### src/rtl/core/ccc_pkg.sv
`timescale 1ns / 1ps

package ccc_pkg;

  localparam int FIFO_DEPTH_DEFAULT = 16;

  // host access kinds
  localparam logic [1:0] FUNC_WRITE = 2'd0;
  localparam logic [1:0] FUNC_READ  = 2'd1;
  localparam logic [1:0] FUNC_TICK  = 2'd2;

  // register addresses
  localparam logic [1:0] REG_SEL   = 2'd0;
  localparam logic [1:0] REG_CMD   = 2'd1;
  localparam logic [1:0] REG_PARAM = 2'd2;
  localparam logic [1:0] REG_FLAGS = 2'd3;

  // register banks chosen by the index register
  localparam logic [1:0] BANK0 = 2'd0;
  localparam logic [1:0] BANK1 = 2'd1;

  // commands
  localparam logic [7:0] CMD_GETSTAT  = 8'h01;
  localparam logic [7:0] CMD_INIT     = 8'h0A;
  localparam logic [7:0] CMD_TEST     = 8'h19;
  localparam logic [7:0] CMD_GETID    = 8'h1A;
  localparam logic [7:0] TEST_VERSION = 8'h20;

  // interrupt codes
  localparam logic [3:0] INT_ACK      = 4'd3;
  localparam logic [3:0] INT_COMPLETE = 4'd2;
  localparam logic [3:0] INT_ERROR    = 4'd5;

  // response bytes
  localparam logic [7:0] STAT_MOTOR_ON   = 8'h40;
  localparam logic [7:0] VER_BYTE0       = 8'hC0;
  localparam logic [7:0] VER_BYTE1       = 8'h19;
  localparam logic [7:0] VER_BYTE2       = 8'h09;
  localparam logic [7:0] VER_BYTE3       = 8'h94;
  localparam logic [7:0] ID_NODISC_FLAGS = 8'h40;
  localparam logic [7:0] ID_NODISC_TYPE  = 8'h08;
  localparam logic [7:0] FLAGS_READ_SET  = 8'hE0;

  // response sequences
  localparam logic [1:0] SEQ_GETSTAT = 2'd0;
  localparam logic [1:0] SEQ_INIT    = 2'd1;
  localparam logic [1:0] SEQ_TEST    = 2'd2;
  localparam logic [1:0] SEQ_GETID   = 2'd3;

  typedef struct packed {
    logic accept;
    logic eval;
    logic push;
    logic finish;
  } ccc_cmd_t;

  typedef struct packed {
    logic has_push;
    logic push_last;
    logic out_free;
  } ccc_stat_t;

endpackage

### src/rtl/core/ccc_channels.sv
`timescale 1ns / 1ps

interface ccc_req_if;
  logic       valid;
  logic       ready;
  logic [1:0] func;
  logic [1:0] reg_addr;
  logic [7:0] wdata;

  modport source(output valid, func, reg_addr, wdata, input ready);
  modport sink(input valid, func, reg_addr, wdata, output ready);
endinterface

interface ccc_rsp_if;
  logic       valid;
  logic       ready;
  logic [7:0] rdata;
  logic       irq_raise;
  logic       access_error;

  modport source(output valid, rdata, irq_raise, access_error, input ready);
  modport sink(input valid, rdata, irq_raise, access_error, output ready);
endinterface

### src/rtl/core/ccc_ctrl.sv
`timescale 1ns / 1ps

module ccc_ctrl (
  input  logic                clk,
  input  logic                rst,
  input  logic                req_valid,
  input  ccc_pkg::ccc_stat_t  stat,
  output logic                req_ready,
  output ccc_pkg::ccc_cmd_t   cmd
);

  localparam logic [1:0] S_IDLE = 2'd0;
  localparam logic [1:0] S_EVAL = 2'd1;
  localparam logic [1:0] S_PUSH = 2'd2;
  localparam logic [1:0] S_DONE = 2'd3;

  logic [1:0] state;
  logic [1:0] state_next;

  always_comb begin
    state_next = state;
    cmd        = '0;
    req_ready  = (state == S_IDLE);
    unique case (state)
      S_IDLE: begin
        if (req_valid) begin
          cmd.accept = 1'b1;
          state_next = S_EVAL;
        end
      end
      S_EVAL: begin
        cmd.eval   = 1'b1;
        state_next = stat.has_push ? S_PUSH : S_DONE;
      end
      S_PUSH: begin
        cmd.push = 1'b1;
        if (stat.push_last) begin
          state_next = S_DONE;
        end
      end
      S_DONE: begin
        // wait for the output register to free up
        if (stat.out_free) begin
          cmd.finish = 1'b1;
          state_next = S_IDLE;
        end
      end
      default: state_next = S_IDLE;
    endcase
  end

  always_ff @(posedge clk) begin
    if (rst) begin
      state <= S_IDLE;
    end else begin
      state <= state_next;
    end
  end

endmodule

### src/rtl/core/ccc_datapath.sv
`timescale 1ns / 1ps

module ccc_datapath #(
  parameter int FIFO_DEPTH = ccc_pkg::FIFO_DEPTH_DEFAULT
) (
  input  logic               clk,
  input  logic               rst,
  input  ccc_pkg::ccc_cmd_t  cmd,
  output ccc_pkg::ccc_stat_t stat,
  input  logic [1:0]         func,
  input  logic [1:0]         reg_addr,
  input  logic [7:0]         wdata,
  input  logic               rsp_ready,
  output logic               rsp_valid,
  output logic [7:0]         rdata,
  output logic               irq_raise,
  output logic               access_error
);

  localparam int PTR_W = $clog2(FIFO_DEPTH);
  localparam int CNT_W = $clog2(FIFO_DEPTH + 1);
  localparam logic [PTR_W-1:0] PTR_LAST = PTR_W'(FIFO_DEPTH - 1);
  localparam logic [CNT_W-1:0] CNT_FULL = CNT_W'(FIFO_DEPTH);
  localparam logic [CNT_W-1:0] CNT_ONE  = CNT_W'(1);

  logic [7:0]       rsp_mem [FIFO_DEPTH];
  logic [7:0]       prm_mem [FIFO_DEPTH];
  logic [7:0]       rsp_rdata;
  logic [7:0]       prm_rdata;

  logic [1:0]       reg_index;
  logic [PTR_W-1:0] rsp_head;
  logic [PTR_W-1:0] rsp_tail;
  logic [CNT_W-1:0] rsp_count;
  logic             rsp_ready_flag;
  logic [PTR_W-1:0] prm_head;
  logic [PTR_W-1:0] prm_tail;
  logic [CNT_W-1:0] prm_count;
  logic [7:0]       drive_status;
  logic [7:0]       int_flags;
  logic [7:0]       int_enable;
  logic [7:0]       sound_map;
  logic [3:0]       pending_code;
  logic             pending_valid;
  logic [3:0]       second_code;
  logic             second_valid;

  logic             seq_active;
  logic [1:0]       seq_kind;
  logic [3:0]       seq_idx;
  logic [3:0]       seq_len;
  logic             test_chk;
  logic             prm_nonempty;
  logic [7:0]       rd_hold;
  logic             rd_from_mem;
  logic             irq_hold;
  logic             err_hold;

  logic             is_write;
  logic             bank0;
  logic             rsp_we;
  logic             rsp_re;
  logic             prm_we;
  logic             prm_re;
  logic             sub_ok;
  logic [7:0]       push_byte;
  logic [7:0]       status_byte;

  function automatic logic [PTR_W-1:0] ptr_inc(input logic [PTR_W-1:0] p);
    return (p == PTR_LAST) ? '0 : p + 1'b1;
  endfunction

  function automatic logic [7:0] seq_byte(input logic [1:0] kind, input logic [3:0] idx,
                                          input logic [7:0] stat_b);
    logic [7:0] b;
    b = stat_b;
    unique case (kind)
      ccc_pkg::SEQ_GETSTAT: b = stat_b;
      ccc_pkg::SEQ_INIT:    b = stat_b;
      ccc_pkg::SEQ_TEST: begin
        unique case (idx[1:0])
          2'd0:    b = ccc_pkg::VER_BYTE0;
          2'd1:    b = ccc_pkg::VER_BYTE1;
          2'd2:    b = ccc_pkg::VER_BYTE2;
          default: b = ccc_pkg::VER_BYTE3;
        endcase
      end
      ccc_pkg::SEQ_GETID: begin
        if (idx < 4'd6) begin
          b = 8'h00;
        end else if (idx == 4'd6) begin
          b = ccc_pkg::ID_NODISC_FLAGS;
        end else if (idx == 4'd7) begin
          b = ccc_pkg::ID_NODISC_TYPE;
        end else begin
          b = stat_b;
        end
      end
      default: b = stat_b;
    endcase
    return b;
  endfunction

  always_comb begin
    unique case (seq_kind)
      ccc_pkg::SEQ_GETSTAT: seq_len = 4'd1;
      ccc_pkg::SEQ_INIT:    seq_len = 4'd2;
      ccc_pkg::SEQ_TEST:    seq_len = 4'd4;
      ccc_pkg::SEQ_GETID:   seq_len = 4'd9;
      default:              seq_len = 4'd1;
    endcase
  end

  assign is_write    = (func == ccc_pkg::FUNC_WRITE);
  assign bank0       = (reg_index == ccc_pkg::BANK0);
  assign prm_we      = cmd.accept && is_write && (reg_addr == ccc_pkg::REG_PARAM) && bank0
                       && (prm_count != CNT_FULL);
  assign prm_re      = cmd.accept && is_write && (reg_addr == ccc_pkg::REG_CMD) && bank0
                       && (wdata == ccc_pkg::CMD_TEST);
  assign rsp_re      = cmd.accept && (func == ccc_pkg::FUNC_READ)
                       && (reg_addr == ccc_pkg::REG_CMD) && (rsp_count != '0);
  assign rsp_we      = cmd.push && (rsp_count != CNT_FULL);
  // an empty parameter fifo reads as subfunction zero
  assign sub_ok      = prm_nonempty && (prm_rdata == ccc_pkg::TEST_VERSION);
  assign push_byte   = seq_byte(seq_kind, seq_idx, drive_status);
  assign status_byte = {2'b00, rsp_ready_flag, (prm_count != CNT_FULL), (prm_count == '0),
                        1'b0, reg_index};

  assign stat.has_push  = seq_active || (test_chk && sub_ok);
  assign stat.push_last = (seq_idx == seq_len - 4'd1);
  assign stat.out_free  = !rsp_valid || rsp_ready;

  always_ff @(posedge clk) begin
    if (rsp_we) begin
      rsp_mem[rsp_head] <= push_byte;
    end
    if (rsp_re) begin
      rsp_rdata <= rsp_mem[rsp_tail];
    end
  end

  always_ff @(posedge clk) begin
    if (prm_we) begin
      prm_mem[prm_head] <= wdata;
    end
    if (prm_re) begin
      prm_rdata <= prm_mem[prm_tail];
    end
  end

  always_ff @(posedge clk) begin
    if (rst) begin
      reg_index      <= '0;
      rsp_head       <= '0;
      rsp_tail       <= '0;
      rsp_count      <= '0;
      rsp_ready_flag <= 1'b1;
      prm_head       <= '0;
      prm_tail       <= '0;
      prm_count      <= '0;
      drive_status   <= '0;
      int_flags      <= '0;
      int_enable     <= '0;
      sound_map      <= '0;
      pending_code   <= '0;
      pending_valid  <= 1'b0;
      second_code    <= '0;
      second_valid   <= 1'b0;
      seq_active     <= 1'b0;
      seq_kind       <= ccc_pkg::SEQ_GETSTAT;
      seq_idx        <= '0;
      test_chk       <= 1'b0;
      prm_nonempty   <= 1'b0;
      rd_hold        <= '0;
      rd_from_mem    <= 1'b0;
      irq_hold       <= 1'b0;
      err_hold       <= 1'b0;
      rsp_valid      <= 1'b0;
      rdata          <= '0;
      irq_raise      <= 1'b0;
      access_error   <= 1'b0;
    end else begin
      if (cmd.accept) begin
        rd_hold      <= '0;
        rd_from_mem  <= 1'b0;
        irq_hold     <= 1'b0;
        err_hold     <= 1'b0;
        seq_active   <= 1'b0;
        seq_idx      <= '0;
        test_chk     <= 1'b0;
        prm_nonempty <= 1'b0;
        case (func)
          ccc_pkg::FUNC_WRITE: begin
            unique case (reg_addr)
              ccc_pkg::REG_SEL: reg_index <= wdata[1:0];
              ccc_pkg::REG_CMD: begin
                if (bank0) begin
                  case (wdata)
                    ccc_pkg::CMD_GETSTAT: begin
                      seq_active    <= 1'b1;
                      seq_kind      <= ccc_pkg::SEQ_GETSTAT;
                      pending_code  <= ccc_pkg::INT_ACK;
                      pending_valid <= 1'b1;
                    end
                    ccc_pkg::CMD_INIT: begin
                      drive_status  <= ccc_pkg::STAT_MOTOR_ON;
                      seq_active    <= 1'b1;
                      seq_kind      <= ccc_pkg::SEQ_INIT;
                      second_code   <= ccc_pkg::INT_COMPLETE;
                      second_valid  <= 1'b1;
                      pending_code  <= ccc_pkg::INT_ACK;
                      pending_valid <= 1'b1;
                    end
                    ccc_pkg::CMD_TEST: begin
                      // subfunction is popped now and checked next cycle
                      seq_kind     <= ccc_pkg::SEQ_TEST;
                      test_chk     <= 1'b1;
                      prm_nonempty <= (prm_count != '0);
                      if (prm_count != '0) begin
                        prm_tail  <= ptr_inc(prm_tail);
                        prm_count <= prm_count - 1'b1;
                      end
                    end
                    ccc_pkg::CMD_GETID: begin
                      seq_active    <= 1'b1;
                      seq_kind      <= ccc_pkg::SEQ_GETID;
                      second_code   <= ccc_pkg::INT_ERROR;
                      second_valid  <= 1'b1;
                      pending_code  <= ccc_pkg::INT_ACK;
                      pending_valid <= 1'b1;
                    end
                    default: err_hold <= 1'b1;
                  endcase
                end else if (reg_index == ccc_pkg::BANK1) begin
                  sound_map <= wdata;
                end else begin
                  err_hold <= 1'b1;
                end
              end
              ccc_pkg::REG_PARAM: begin
                if (bank0) begin
                  if (prm_count != CNT_FULL) begin
                    prm_head  <= ptr_inc(prm_head);
                    prm_count <= prm_count + 1'b1;
                  end
                end else if (reg_index == ccc_pkg::BANK1) begin
                  int_enable <= wdata;
                end else begin
                  err_hold <= 1'b1;
                end
              end
              ccc_pkg::REG_FLAGS: begin
                if (reg_index[0]) begin
                  int_flags <= int_flags & ~wdata;
                  if (second_valid) begin
                    pending_code  <= second_code;
                    pending_valid <= 1'b1;
                    second_valid  <= 1'b0;
                  end
                end else begin
                  err_hold <= 1'b1;
                end
              end
              default: err_hold <= 1'b1;
            endcase
          end
          ccc_pkg::FUNC_READ: begin
            unique case (reg_addr)
              ccc_pkg::REG_SEL: rd_hold <= status_byte;
              ccc_pkg::REG_CMD: begin
                if (rsp_count <= CNT_ONE) begin
                  rsp_ready_flag <= 1'b0;
                end
                if (rsp_count != '0) begin
                  rd_from_mem <= 1'b1;
                  rsp_tail    <= ptr_inc(rsp_tail);
                  rsp_count   <= rsp_count - 1'b1;
                end
              end
              ccc_pkg::REG_PARAM: err_hold <= 1'b1;
              ccc_pkg::REG_FLAGS: rd_hold <= int_flags | ccc_pkg::FLAGS_READ_SET;
              default: err_hold <= 1'b1;
            endcase
          end
          ccc_pkg::FUNC_TICK: begin
            if (pending_valid) begin
              int_flags     <= {4'b0000, pending_code};
              pending_valid <= 1'b0;
              irq_hold      <= 1'b1;
            end
          end
          default: ;
        endcase
      end

      if (cmd.eval && test_chk) begin
        if (sub_ok) begin
          seq_active    <= 1'b1;
          pending_code  <= ccc_pkg::INT_ACK;
          pending_valid <= 1'b1;
        end else begin
          err_hold <= 1'b1;
        end
      end

      if (cmd.push) begin
        // the ready flag rises even when the byte is dropped on a full fifo
        rsp_ready_flag <= 1'b1;
        if (rsp_count != CNT_FULL) begin
          rsp_head  <= ptr_inc(rsp_head);
          rsp_count <= rsp_count + 1'b1;
        end
        seq_idx <= seq_idx + 4'd1;
      end

      if (cmd.finish) begin
        rsp_valid    <= 1'b1;
        rdata        <= rd_from_mem ? rsp_rdata : rd_hold;
        irq_raise    <= irq_hold;
        access_error <= err_hold;
      end else if (rsp_ready) begin
        rsp_valid <= 1'b0;
      end
    end
  end

endmodule

### src/rtl/core/cdrom_command_controller.sv
`timescale 1ns / 1ps
// sequencing: a taken request is evaluated, then each response byte a command pushes (up to 9
// for GetID) goes into the response fifo, then the result waits for a free output register
// throughput: one request at a time; the next request is taken once the result is loaded
// into the output register, so a stalled output register also holds off new requests
// reset: synchronous rst clears all control state; fifos come up empty with the
// response-ready flag set, fifo storage is not cleared and needs no clearing pass
module cdrom_command_controller #(
  parameter int FIFO_DEPTH = ccc_pkg::FIFO_DEPTH_DEFAULT
) (
  input logic       clk,
  input logic       rst,
  ccc_req_if.sink   host_req,
  ccc_rsp_if.source host_rsp
);

  ccc_pkg::ccc_cmd_t  cmd;
  ccc_pkg::ccc_stat_t stat;

  ccc_ctrl u_ctrl (
    .clk       (clk),
    .rst       (rst),
    .req_valid (host_req.valid),
    .stat      (stat),
    .req_ready (host_req.ready),
    .cmd       (cmd)
  );

  ccc_datapath #(
    .FIFO_DEPTH (FIFO_DEPTH)
  ) u_datapath (
    .clk          (clk),
    .rst          (rst),
    .cmd          (cmd),
    .stat         (stat),
    .func         (host_req.func),
    .reg_addr     (host_req.reg_addr),
    .wdata        (host_req.wdata),
    .rsp_ready    (host_rsp.ready),
    .rsp_valid    (host_rsp.valid),
    .rdata        (host_rsp.rdata),
    .irq_raise    (host_rsp.irq_raise),
    .access_error (host_rsp.access_error)
  );

endmodule

### src/flat_wrapper.sv
// flat-port wrapper written by rule: the top's interface ports become plain ports
module cdrom_command_controller_flat 
#(
  parameter int FIFO_DEPTH = ccc_pkg::FIFO_DEPTH_DEFAULT
)
  (clk, rst, host_req_valid, host_req_func, host_req_reg_addr, host_req_wdata, host_req_ready, host_rsp_valid, host_rsp_rdata, host_rsp_irq_raise, host_rsp_access_error, host_rsp_ready);
  ccc_req_if host_req_i ();
  ccc_rsp_if host_rsp_i ();
  input logic clk;
  input logic rst;
  input wire logic [$bits(host_req_i.valid)-1:0] host_req_valid;
  input wire logic [$bits(host_req_i.func)-1:0] host_req_func;
  input wire logic [$bits(host_req_i.reg_addr)-1:0] host_req_reg_addr;
  input wire logic [$bits(host_req_i.wdata)-1:0] host_req_wdata;
  output wire logic [$bits(host_req_i.ready)-1:0] host_req_ready;
  output wire logic [$bits(host_rsp_i.valid)-1:0] host_rsp_valid;
  output wire logic [$bits(host_rsp_i.rdata)-1:0] host_rsp_rdata;
  output wire logic [$bits(host_rsp_i.irq_raise)-1:0] host_rsp_irq_raise;
  output wire logic [$bits(host_rsp_i.access_error)-1:0] host_rsp_access_error;
  input wire logic [$bits(host_rsp_i.ready)-1:0] host_rsp_ready;
  assign host_req_i.valid = host_req_valid;
  assign host_req_i.func = host_req_func;
  assign host_req_i.reg_addr = host_req_reg_addr;
  assign host_req_i.wdata = host_req_wdata;
  assign host_req_ready = host_req_i.ready;
  assign host_rsp_valid = host_rsp_i.valid;
  assign host_rsp_rdata = host_rsp_i.rdata;
  assign host_rsp_irq_raise = host_rsp_i.irq_raise;
  assign host_rsp_access_error = host_rsp_i.access_error;
  assign host_rsp_i.ready = host_rsp_ready;
  cdrom_command_controller #(.FIFO_DEPTH(FIFO_DEPTH)) u_core (.clk(clk), .rst(rst), .host_req(host_req_i), .host_rsp(host_rsp_i));
endmodule
### config.mk
export PLATFORM = sky130hd
export DESIGN_NAME = cdrom_command_controller_flat
export DESIGN_NICKNAME = d
export VERILOG_FILES = /design/src/rtl/core/ccc_pkg.sv /design/src/rtl/core/ccc_channels.sv /design/src/rtl/core/ccc_ctrl.sv /design/src/rtl/core/ccc_datapath.sv /design/src/rtl/core/cdrom_command_controller.sv /design/src/flat_wrapper.sv
export SDC_FILE = /design/constraint.sdc
export NUM_CORES = 1
export LEC_CHECK = 0
export BUFFER_PORTS_ARGS = -buffer_cell sky130_fd_sc_hd__clkbuf_2
export CAP_MARGIN = 10
export CORE_MARGIN = 2
export CORE_UTILIZATION = 65
export DETAILED_ROUTE_END_ITERATION = 6
export GPL_TIMING_DRIVEN = 0
export HOLD_SLACK_MARGIN = 0.12
export PLACE_DENSITY = 0.79
export SLEW_MARGIN = 10
export SYNTH_ARGS = -nofsm -noshare
export SYNTH_HDL_FRONTEND = slang
export SYNTH_SLANG_ARGS = --single-unit
### constraint.sdc
create_clock -name clk -period 5.9 [get_ports clk]
set_input_delay 0.295 -clock clk [delete_from_list [all_inputs] [get_ports clk]]
set_output_delay 0.295 -clock clk [all_outputs]
set_load 0.005 [all_outputs]
==> results of run 1 <==
==> flip-flops by register name, indices dropped and copies added (netlist names), 2 cells and up <==
| signal | flops |
|---|---|
| u_core.u_datapath.rsp_rdata | 6 |
| u_core.u_datapath.prm_tail | 4 |
| u_core.u_datapath.seq_idx | 4 |
| u_core.u_datapath.rsp_count | 5 |
| u_core.u_datapath.prm_rdata | 8 |
| u_core.u_datapath.rd_hold | 7 |
| u_core.u_datapath.prm_mem | 128 |
| u_core.u_ctrl.state | 2 |
| u_core.u_datapath.rsp_tail | 4 |
| u_core.u_datapath.rdata | 8 |
| u_core.u_datapath.seq_kind | 2 |
| u_core.u_datapath.prm_head | 4 |
| u_core.u_datapath.second_code | 2 |
| u_core.u_datapath.reg_index | 2 |
| u_core.u_datapath.int_flags | 5 |
| u_core.u_datapath.pending_code | 4 |
| u_core.u_datapath.prm_count | 5 |
| u_core.u_datapath.rsp_head | 4 |
| u_core.u_datapath.rsp_mem | 96 |
==> worst reg2reg max path, delay by kind of cell (launching register included) <==
family          cells  cell delay, ns
fa+ha+maj           1            0.31
simple gates        3            1.17
compound gates      1            0.59
flops               1            0.32
buf+inv             2            0.40
==> where the power goes <==
part	switching [mW]	internal (mW)	total, mW	leakage, nW
Combinational	0.224	0.125	0.349	1.56
Sequential	0.0389	2.40	2.44	2.57
Clock	0.808	1.10	1.91	0.479
Total	1.07	3.62	4.69	4.60
==> area by class of cell <==
type	count	area (sq um)	share of cell area, %
clock buffer	36	805	5.45
tap	270	338	2.29
clock inverter	20	171	1.16
multi-input combinational	538	4380	29.7
inverter	24	90.1	0.610
timing repair buffer	29	150	1.02
buffer	46	185	1.25
sequential	313	8650	58.6
==> cell usage in the layout, fill, tap and decap left out, drive strengths merged, types with 4 or more instances in the layout <==
cell and n:
edfxtp 238, clkbuf 94, dfxtp 75, nor2 75, a21oi 65, nand2 62, mux4 56, ha 32
mux2i 25, inv 24, nor2b 24, a211oi 22, o21ai 21, nor3 21, nand3 18, buf 16
clkinv 15, nand2b 8, a22oi 7, a31oi 7, nand4 6, xnor2 6, xor2 5, nand3b 5
o21a 4, and3 4, a21o 4, a311oi 4, and2 4, nor4b 4, nor4 4
==> worst max-delay path by stage <==
stage	from	slack, ns	cells after the start	end
CTS	u_core.u_ctrl.state[0]$_SDFFE_PP0P_	2.36	7	u_core.u_datapath.prm_mem[2][0]$_DFFE_PP_
floorplan	u_core.u_ctrl.state[0]$_SDFFE_PP0P_	3.25	7	u_core.u_datapath.prm_mem[3][0]$_DFFE_PP_
finish	u_core.u_ctrl.state[0]$_SDFFE_PP0P_	2.71	7	u_core.u_datapath.prm_mem[15][6]$_DFFE_PP_
global placement	u_core.u_ctrl.state[0]$_SDFFE_PP0P_	2.56	7	u_core.u_datapath.prm_mem[1][5]$_DFFE_PP_
detailed placement	u_core.u_ctrl.state[0]$_SDFFE_PP0P_	2.47	7	u_core.u_datapath.prm_mem[3][7]$_DFFE_PP_
global route	u_core.u_ctrl.state[1]$_SDFFE_PP0P_	2.51	7	u_core.u_datapath.prm_mem[11][4]$_DFFE_PP_
==> kinds of logic after synthesis <==
group	after synthesis	synth area share (%)
flip-flops	313	65.1
AND/OR/NAND/NOR	251	9.55
XOR/XNOR	11	0.726
adder cells (fa/ha/maj)	33	3.17
multiplexers	82	11.5
AO/OA/AOI/OAI	161	7.89
buffers and inverters	70	2.07
==> per-layer routing <==
metal | vias up | share of wire (%) | track usage, %
met5 | - | 0 | 0
met3 | 77 | 6.6 | 3.42
met1 | 4052 | 40 | 38.7
met2 | 349 | 50 | 46.9
li1 | 3650 | - | -
met4 | 0 | 3.1 | 9.09
==> per-stage QoR <==
step	hold WS [ns]	total power [mW]	utilization, %	setup WS (ns)	area [sq um]
6_report	0.180	4.69	73.2	2.71	14800
5_1_grt	0.207	4.83	73.2	2.51	14800
3_5_place_dp	0.453	2.83	68.2	2.47	13800
3_3_place_gp	0.449	2.82	68.2	2.56	13700
4_1_cts	0.152	4.70	73.1	2.36	14700
2_1_floorplan	0.394	2.70	-	3.25	13300
==> impl_metrics.tcl, run 1 <==
set metrics [dict create \
    stdcell_count 1276 \
    gp_routability_congestion 0.919 \
    final-hold-violation-count 0 \
    placementRows 52 \
    worstSetupStartpointType "register" \
    ys_warn_count 0 \
    drc_errors 0 \
    cap_violations 0 \
    netlist_top_cells_area "edfxtp_1, dfxtp_1, mux4_2" \
    placedCellCount 1218 \
    postRouteAntennaNets 0 \
    type_of_the_worst_setup_path "reg -> reg" \
    cpMaxStageDelayCell "nor2_1" \
    die_h_microns 147 \
    yosys.cell_count.top_type "edfxtp_1" \
    grt_setup_unrepaired "no" \
    ys_top_cells_by_count "edfxtp_1, dfxtp_1, nor2_1" \
    relSlewSlack_pct 23.9 \
    routed_wirelength_microns 29600 \
    worst_clock_skew_ns 0.0256 \
    ioPinCount 28 \
    pwr_density_cell_nw_per_um2 318 \
    r2r_setup_slack_ns 2.71 \
    crit-reg2reg-capture "u_core.u_datapath.prm_mem[15][6]$_DFFE_PP_" \
    postCtsHoldBufs 1 \
    ctsRootBufferMaster "clkbuf_16" \
    floorplan.initialDensity_pct 65.8 \
    ys_ff_latch 313 \
    number_of_global_route_vias_before_repair 8171 \
    drt-wirelength-per-cell_microns 23.2 \
    grt_usage_pct 27.9 \
    drt-initial-drc-count 759 \
    timing.critical_path.buf_inv 2 \
    crit_fanout 8 \
    final-max-slew-violation-count 0 \
    postSynthCellCount 921 \
    cpPeakStageDelay_ns 0.73 \
    clkTransAtPathRegs_ns 0.06 \
    layout-area-overhead-vs-synth_pct 11.2 \
    num-fill-cells 1286 \
    dp.final_hpwl_microns 19400 \
    final_layout_size_suffix_gt1_share_pct 15.5 \
    vias 8128 \
    cts.repair.resized 0 \
    synth_top_area_share_pct 53.8 \
    drt_pre_antenna_iters 5 \
    core_area_sq_um 20200 \
    grt-ovfl-total 0 \
    grt_pass1_wl_microns 45700 \
    die_area_sq_um 21600 \
    synth_top_cell_by_area "edfxtp_1" \
    postSynthNetCount 970 \
    grt_antenna_before_repair 0 \
    whs_endpoint "u_core.u_datapath.rd_hold[2]$_SDFFE_PP0P_" \
    worstSetupEndpointType "register" \
    port_buffers 26 \
    synth-seq-area-share_pct 65.1 \
    number_of_flops_mapped_to_enable_cells_by_yosys 238 \
    post_synth.cell_area_avg_sq_um 14.4 \
    worst_r2r_startpoint "u_core.u_ctrl.state[0]$_SDFFE_PP0P_" \
    numCtsBuffers 30 \
    grt_max_degree 24 \
    worstHoldPathType "in -> reg" \
    cp.required_ns 6.06 \
    whs_path_depth 4 \
    cts_max_path_buffers 3 \
    timing_worst_slew_pin_value_ns 1.14 \
    critPathTopFamily "simple AND/OR/NAND/NOR gates" \
    post-cts-setup-buffer-count 0 \
    timing.hold.worst.start "host_req_func[1]" \
    clock_insertion_delay_worst_skew_ns 0.56 \
    async_flop_share_pct 0 \
    antenna_cells_inserted 0 \
    htree_num_levels 1 \
    finalWorstPathRequiredPeriod_ns 3.19 \
    clock-sinks 313 \
    setup_viol_count_final 0 \
    mappedNetlistArea_sq_um 13300 \
    setup_tns_ns 0 \
    fmax_mhz 314 \
    nets 1031 \
    synth_top_flop_cell "edfxtp_1" \
    cts_tree "done" \
    cp.arrival_ns 3.35 \
    netlist-cell-type-count 67 \
    post_drt_via_cell_ratio 6.37 \
    fin_crit_sh_pct 54.0 \
    power.leakage_nw 4.60 \
    worst-r2r-cell-count 7 \
    ir_drop_uv 271 \
    outcome "finished, final reports clean" \
    path_cells "inv_1 -> ha_1 -> nand4bb_1 -> clkbuf_1 -> a2111oi_4 -> nand2_1 -> nor2_1" \
    die-width_microns 147 \
]
Power figures use the tool's default switching activity.
==> run 2: changes to the inputs <==
- CORE_UTILIZATION: 65 -> 62
- PLACE_DENSITY: 0.79 -> 0.76
- clock period: 5.9 -> 3.3 ns (I/O delays scaled with it)
==> impl_metrics.tcl, run 2 (synthesis results as in run 1) <==
set metrics [dict create \
    outcome "finished with violations" \
    failed_checks "design-rule violations" \
    grt_pass1_wl_microns 45100 \
    drc_errors 1 \
    drt-wirelength-per-cell_microns 22.5 \
    worstHoldPathType "in -> reg" \
    comb_power_share_pct 7.5 \
    grt_max_degree 24 \
    final-hold-violation-count 0 \
    die_h_microns 150 \
    largest_registers "u_core.u_datapath.prm_mem: 128 flops, u_core.u_datapath.rsp_mem: 96 flops" \
    placedCellCount 1223 \
    vias 8067 \
    power_mw 8.43 \
    worst_clock_skew_ns 0.0143 \
    cpMaxStageDelayCell "nor2_1" \
    core_area_sq_um 21000 \
    timing_worst_slew_pin_value_ns 1.21 \
    clock-sinks 313 \
    nets 1034 \
    drt_pre_antenna_iters 7 \
    die-width_microns 150 \
    number_of_global_route_vias_before_repair 7973 \
    cpPeakStageDelay_ns 0.70 \
    fin_crit_sh_pct 94.8 \
    pre_cts_ws_ns -0.0655 \
    power.sequential.fraction_pct 51.7 \
    share_clk_of_total_power_pct 40.8 \
    floorplan.initialDensity_pct 63.2 \
    top_register "u_core.u_datapath.prm_mem" \
    setup_viol_count_final 0 \
    pwr_density_cell_nw_per_um2 567 \
    relSlewSlack_pct 19.2 \
    final_common_cell "edfxtp_1" \
    htree_num_levels 1 \
    layout.cell_area.non_filler_sq_um 14900 \
    cts_max_path_buffers 3 \
    type_of_the_worst_setup_path "reg -> reg" \
    postRouteAntennaNets 0 \
    post-route-worst-setup-slack_ns 0.173 \
    numCtsBuffers 30 \
    cts_tree "done" \
    largest_register_ff_count 128 \
    worstSetupStartpointType "register" \
    setup_tns_ns 0 \
    placement.cell_area_sq_um 13800 \
    stdcell_count 1284 \
    final_layout_size_suffix_gt1_share_pct 16.4 \
    dp.final_hpwl_microns 19200 \
    grt_setup_unrepaired "yes" \
    internal_dissipation_mw 6.53 \
    fmax_mhz 320 \
    finalWorstPathRequiredPeriod_ns 3.13 \
    final-max-slew-violation-count 0 \
    routed_wirelength_microns 28900 \
    port_buffers 26 \
    antenna_cells_inserted 0 \
    clkTransAtPathRegs_ns 0.06 \
    cp.arrival_ns 3.30 \
    post_drt_via_cell_ratio 6.28 \
    crit_fanout 8 \
    grt-ovfl-total 0 \
    clock_insertion_delay_worst_skew_ns 0.55 \
    cp.required_ns 3.47 \
    drt-initial-drc-count 766 \
    final_cell_mix "edfxtp_1, dfxtp_1, nor2_1" \
    power.leakage_nw 4.64 \
    cap_violations 0 \
    path_cells "inv_1 -> ha_1 -> nand4bb_1 -> clkbuf_1 -> a2111oi_4 -> nand2_1 -> nor2_1" \
    power.switching_fraction_pct 22.5 \
    final_core_utilization_pct 70.7 \
    switching_power_mw 1.90 \
    ctsRootBufferMaster "clkbuf_16" \
    ir_drop_uv 489 \
    grt_usage_pct 26.5 \
    ioPinCount 28 \
    layout-area-overhead-vs-synth_pct 11.9 \
    grt_antenna_before_repair 0 \
    worstSetupEndpointType "register" \
    die_area_sq_um 22600 \
    gp_routability_congestion 0.877 \
    placementRows 53 \
    finalHoldWorstSlack_ns 0.133 \
]
==> run 2: cell count changes in the layout (fill, tap and decap cells not counted), moves of 2 or more <==
| cell | delta |
|---|---|
| clkbuf_8 | +10 |
| dlygate4sd3_1 | +4 |
| clkinv_2 | -5 |
| buf_2 | -2 |
| clkinv_4 | +2 |
| clkinv_1 | -7 |
| bufinv_16 | -2 |
| clkbuf_1 | +3 |
| clkinvlp_4 | -2 |
| nor2_1 | -5 |
| nor2_2 | +5 |
==> run 2: area by class of cell <==
class / count / area [sq um]
Sequential cell: 313 / 8650
Clock inverter: 7 / 78.8
Clock buffer: 49 / 933
Tap cell: 275 / 344
Timing Repair Buffer: 32 / 188
Buffer: 46 / 185
Fill cell: 1351 / 6160
Inverter: 24 / 90.1
Multi-Input combinational cell: 538 / 4400
==> run 2: what timing repair did <==
item,in CTS,in global routing
setup endpoints to repair,8,49
hold buffers,5,0
setup buffers,0,0
gates resized for setup,1,5
endpoints found under the hold margin,29,0
==> run 2: power by group through the flow <==
stage               logic (mW)  registers (mW)  clock network, mW
floorplan                0.413            4.42                  0
global placement         0.600            4.44                  0
detailed placement       0.617            4.44                  0
CTS                      0.626            4.36               3.46
global route             0.699            4.37               3.61
finish                   0.631            4.36               3.44
==> run 2: worst paths after layout <==
kind | start | endpoint | slack (ns) | cells past startpoint
max | u_core.u_ctrl.state[0]$_SDFFE_PP0P_ | u_core.u_datapath.prm_mem[7][6]$_DFFE_PP_ | 0.17 | 7
min reg2reg | u_core.u_datapath.seq_active$_SDFF_PP0_ | u_core.u_datapath.seq_active$_SDFF_PP0_ | 0.46 | 2
min | host_req_wdata[5] | u_core.u_datapath.prm_mem[8][5]$_DFFE_PP_ | 0.13 | 1
max reg2reg | u_core.u_ctrl.state[0]$_SDFFE_PP0P_ | u_core.u_datapath.prm_mem[7][6]$_DFFE_PP_ | 0.17 | 7
==> run 2: worst max-delay path, delay by kind of cell, from the launching register on <==
family          cells  cell delay, ns
buf+inv             2            0.38
fa+ha+maj           1            0.31
compound gates      1            0.59
flops               1            0.33
simple gates        3            1.13
==> run 2: routing by layer <==
metal	GRT usage, %	vias to the layer above	share of wire (%)
li1	-	3662	-
met2	45.5	329	51
met5	0	-	0
met3	3.94	58	6.4
met4	6.08	0	1.9
met1	36.3	4018	41
==> run 3: changes to the inputs <==
- ABC_AREA: default -> 1
==> impl_metrics.tcl, run 3 <==
set metrics [dict create \
    outcome "finished, final reports clean" \
    register_area_sq_um 8650 \
    cts.repair.resized 0 \
    critPathTopFamily "simple AND/OR/NAND/NOR gates" \
    ys_warn_count 0 \
    pre_cts_ws_ns 0.619 \
    ioPinCount 28 \
    drt-wirelength-per-cell_microns 19.4 \
    antenna_cells_inserted 0 \
    postCtsHoldBufs 8 \
    power.switching_fraction_pct 23.7 \
    placementRows 53 \
    ir_drop_uv 444 \
    ys_top_cells_by_count "edfxtp_1, nor2_1, nand2_1" \
    postSynthNetCount 1297 \
    post-cts-setup-buffer-count 0 \
    post-route-worst-setup-slack_ns 0.627 \
    netlist_top_cells_area "edfxtp_1, dfxtp_1, nor2_1" \
    cp.required_ns 3.47 \
    grt_pass1_wl_microns 49000 \
    number_of_flops_mapped_to_enable_cells_by_yosys 238 \
    final_layout_size_suffix_gt1_share_pct 7.98 \
    post_synth.cell_area_avg_sq_um 10.8 \
    r2r_setup_slack_ns 0.63 \
    grt_setup_unrepaired "no" \
    placedCellCount 1552 \
    post_drt_via_cell_ratio 5.98 \
    worstHoldPathType "in -> reg" \
    cpPeakStageDelay_ns 0.71 \
    stdcell_count 1616 \
    number_of_global_route_vias_before_repair 9294 \
    layout-area-overhead-vs-synth_pct 11.4 \
    worst-r2r-cell-count 10 \
    whs_path_depth 1 \
    die-width_microns 151 \
    final-max-slew-violation-count 0 \
    crit-reg2reg-capture "u_core.u_datapath.prm_mem[11][1]$_DFFE_PP_" \
    switching_power_mw 2.02 \
    grt_max_degree 21 \
    grt_usage_pct 28.1 \
    crit_path_frequent_cell "nand2_4" \
    synth-seq-area-share_pct 64.5 \
    async_flop_share_pct 0 \
    path_cells "inv_1 -> ha_1 -> nand2_4 -> inv_6 -> nand2_4 -> nor2_8 -> nand3_2 -> inv_2 -> nand3_1 -> nor2_1" \
    grt_antenna_before_repair 0 \
    synth_top_flop_cell "edfxtp_1" \
    fmax_mhz 374 \
    ys_ff_latch 313 \
    dp.final_hpwl_microns 21000 \
    top_register "u_core.u_datapath.prm_mem" \
    final_common_cell "edfxtp_1" \
    cts_max_path_buffers 3 \
    clock-sinks 313 \
    multiInputGateArea_sq_um 4220 \
    finalWorstPathRequiredPeriod_ns 2.67 \
    largest_register_ff_count 128 \
    core_area_sq_um 21200 \
    synth_top_area_share_pct 53.3 \
    timing_worst_slew_pin_value_ns 0.912 \
    routed_wirelength_microns 31300 \
    drt_pre_antenna_iters 5 \
    fin_crit_sh_pct 81.0 \
    gp_routability_congestion 0.918 \
    power.leakage_nw 5.27 \
    share_clk_of_total_power_pct 38.8 \
    cpMaxStageDelayCell "nor2_1" \
    timing.critical_path.buf_inv 3 \
    cap_violations 0 \
    placement.cell_area_sq_um 13900 \
    synth_top_cell_by_area "edfxtp_1" \
    relSlewSlack_pct 39.0 \
    worst_clock_skew_ns 0.0147 \
    ctsRootBufferMaster "clkbuf_16" \
    largest_registers "u_core.u_datapath.prm_mem: 128 flops, u_core.u_datapath.rsp_mem: 96 flops" \
    vias 9667 \
    worst_r2r_startpoint "u_core.u_ctrl.state[0]$_SDFFE_PP0P_" \
    drc_errors 0 \
    drt-initial-drc-count 1015 \
    worstSetupStartpointType "register" \
    setup_viol_count_final 0 \
    die_h_microns 151 \
    postRouteAntennaNets 0 \
    comb_power_share_pct 9.5 \
    die_area_sq_um 22800 \
    final_cell_mix "edfxtp_1, nor2_1, nand2_1" \
    nets 1366 \
    worstSetupEndpointType "register" \
    internal_dissipation_mw 6.51 \
    final-hold-violation-count 0 \
    postSynthCellCount 1248 \
    timing.hold.worst.start "host_req_wdata[6]" \
    pwr_density_cell_nw_per_um2 571 \
    yosys.cell_count.top_type "edfxtp_1" \
    power.sequential.fraction_pct 51.7 \
    grt-ovfl-total 0 \
    floorplan.initialDensity_pct 63.4 \
    crit_fanout 8 \
    cp.arrival_ns 2.85 \
    type_of_the_worst_setup_path "reg -> reg" \
    cts_tree "done" \
    clkTransAtPathRegs_ns 0.06 \
    layout.cell_area.non_filler_sq_um 15000 \
    final_core_utilization_pct 70.7 \
    mappedNetlistArea_sq_um 13400 \
    whs_endpoint "u_core.u_datapath.prm_mem[11][6]$_DFFE_PP_" \
    htree_num_levels 1 \
    clock_insertion_delay_worst_skew_ns 0.55 \
    num-fill-cells 1498 \
    port_buffers 27 \
    numCtsBuffers 30 \
    netlist-cell-type-count 50 \
]
[run 3: cell count changes after synthesis, sizes merged, moves of 11 or more]
cell	change
o21ai	+123
nor2	+129
a211oi	-19
mux2i	-16
mux4	-56
o221ai	+22
inv	+67
o32ai	+15
nor2b	-23
o22ai	+21
nand2	+114
nand3	+30
nor3	-11
[run 3: logic make-up after synthesis]
kind of cell / share of synthesized area (%)
AND/OR/NAND/NOR: 14.4
flip-flops: 64.5
AO/OA/AOI/OAI: 12.3
buffers and inverters: 4.19
adder cells (fa/ha/maj): 3.13
XOR/XNOR: 0.849
multiplexers: 0.671
[run 3: worst max-delay path by stage]
stage	cells past startpoint	startpoint	end
after global routing	10	u_core.u_ctrl.state[0]$_SDFFE_PP0P_	u_core.u_datapath.prm_mem[11][1]$_DFFE_PP_
after global placement	4	u_core.u_datapath.seq_kind[0]$_SDFFE_PP0P_	u_core.u_datapath.rsp_mem[2][6]$_DFFE_PP_
final	10	u_core.u_ctrl.state[0]$_SDFFE_PP0P_	u_core.u_datapath.prm_mem[11][1]$_DFFE_PP_
after CTS	10	u_core.u_ctrl.state[0]$_SDFFE_PP0P_	u_core.u_datapath.prm_mem[11][1]$_DFFE_PP_
after detailed placement	10	u_core.u_ctrl.state[0]$_SDFFE_PP0P_	u_core.u_datapath.prm_mem[11][1]$_DFFE_PP_
after floorplan	4	u_core.u_datapath.seq_kind[0]$_SDFFE_PP0P_	u_core.u_datapath.rsp_mem[0][6]$_DFFE_PP_
[run 3: area by class of cell]
cell class | instances | share of cell area, %
clock inverters | 8 | 0.577
plain buffers | 50 | 1.37
clock buffers | 48 | 5.75
flip-flops and latches | 313 | 57.8
inverters | 93 | 2.39
multi-input cells | 792 | 28.2
well taps | 275 | 2.30
repair buffers | 37 | 1.56
[run 3: through the flow]
stage          power [mW]  TNS (ns)  hold slack [ns]
2_1_floorplan        5.01         0            0.264
3_3_place_gp         5.26     -8.95            0.435
3_5_place_dp         5.28         0            0.441
4_1_cts              8.54         0            0.126
5_1_grt              8.80         0            0.142
6_report             8.53         0            0.134
[run 3: routing by layer]
layer | track usage (%) | part of all wire, % | vias to the layer above
li1 | - | - | 4552
met1 | 40.0 | 43 | 4612
met2 | 45.1 | 46 | 445
met3 | 3.98 | 8.2 | 58
met4 | 9.49 | 2.7 | 0
met5 | 0 | 0 | -
[run 3: power groups by stage]
stage          Sequential (mW)  Combinational, mW  Clock [mW]
6_report                  4.41              0.814        3.31
5_1_grt                   4.42              0.908        3.47
4_1_cts                   4.41              0.808        3.33
3_5_place_dp              4.49              0.793           0
3_3_place_gp              4.49              0.771           0
2_1_floorplan             4.47              0.538           0
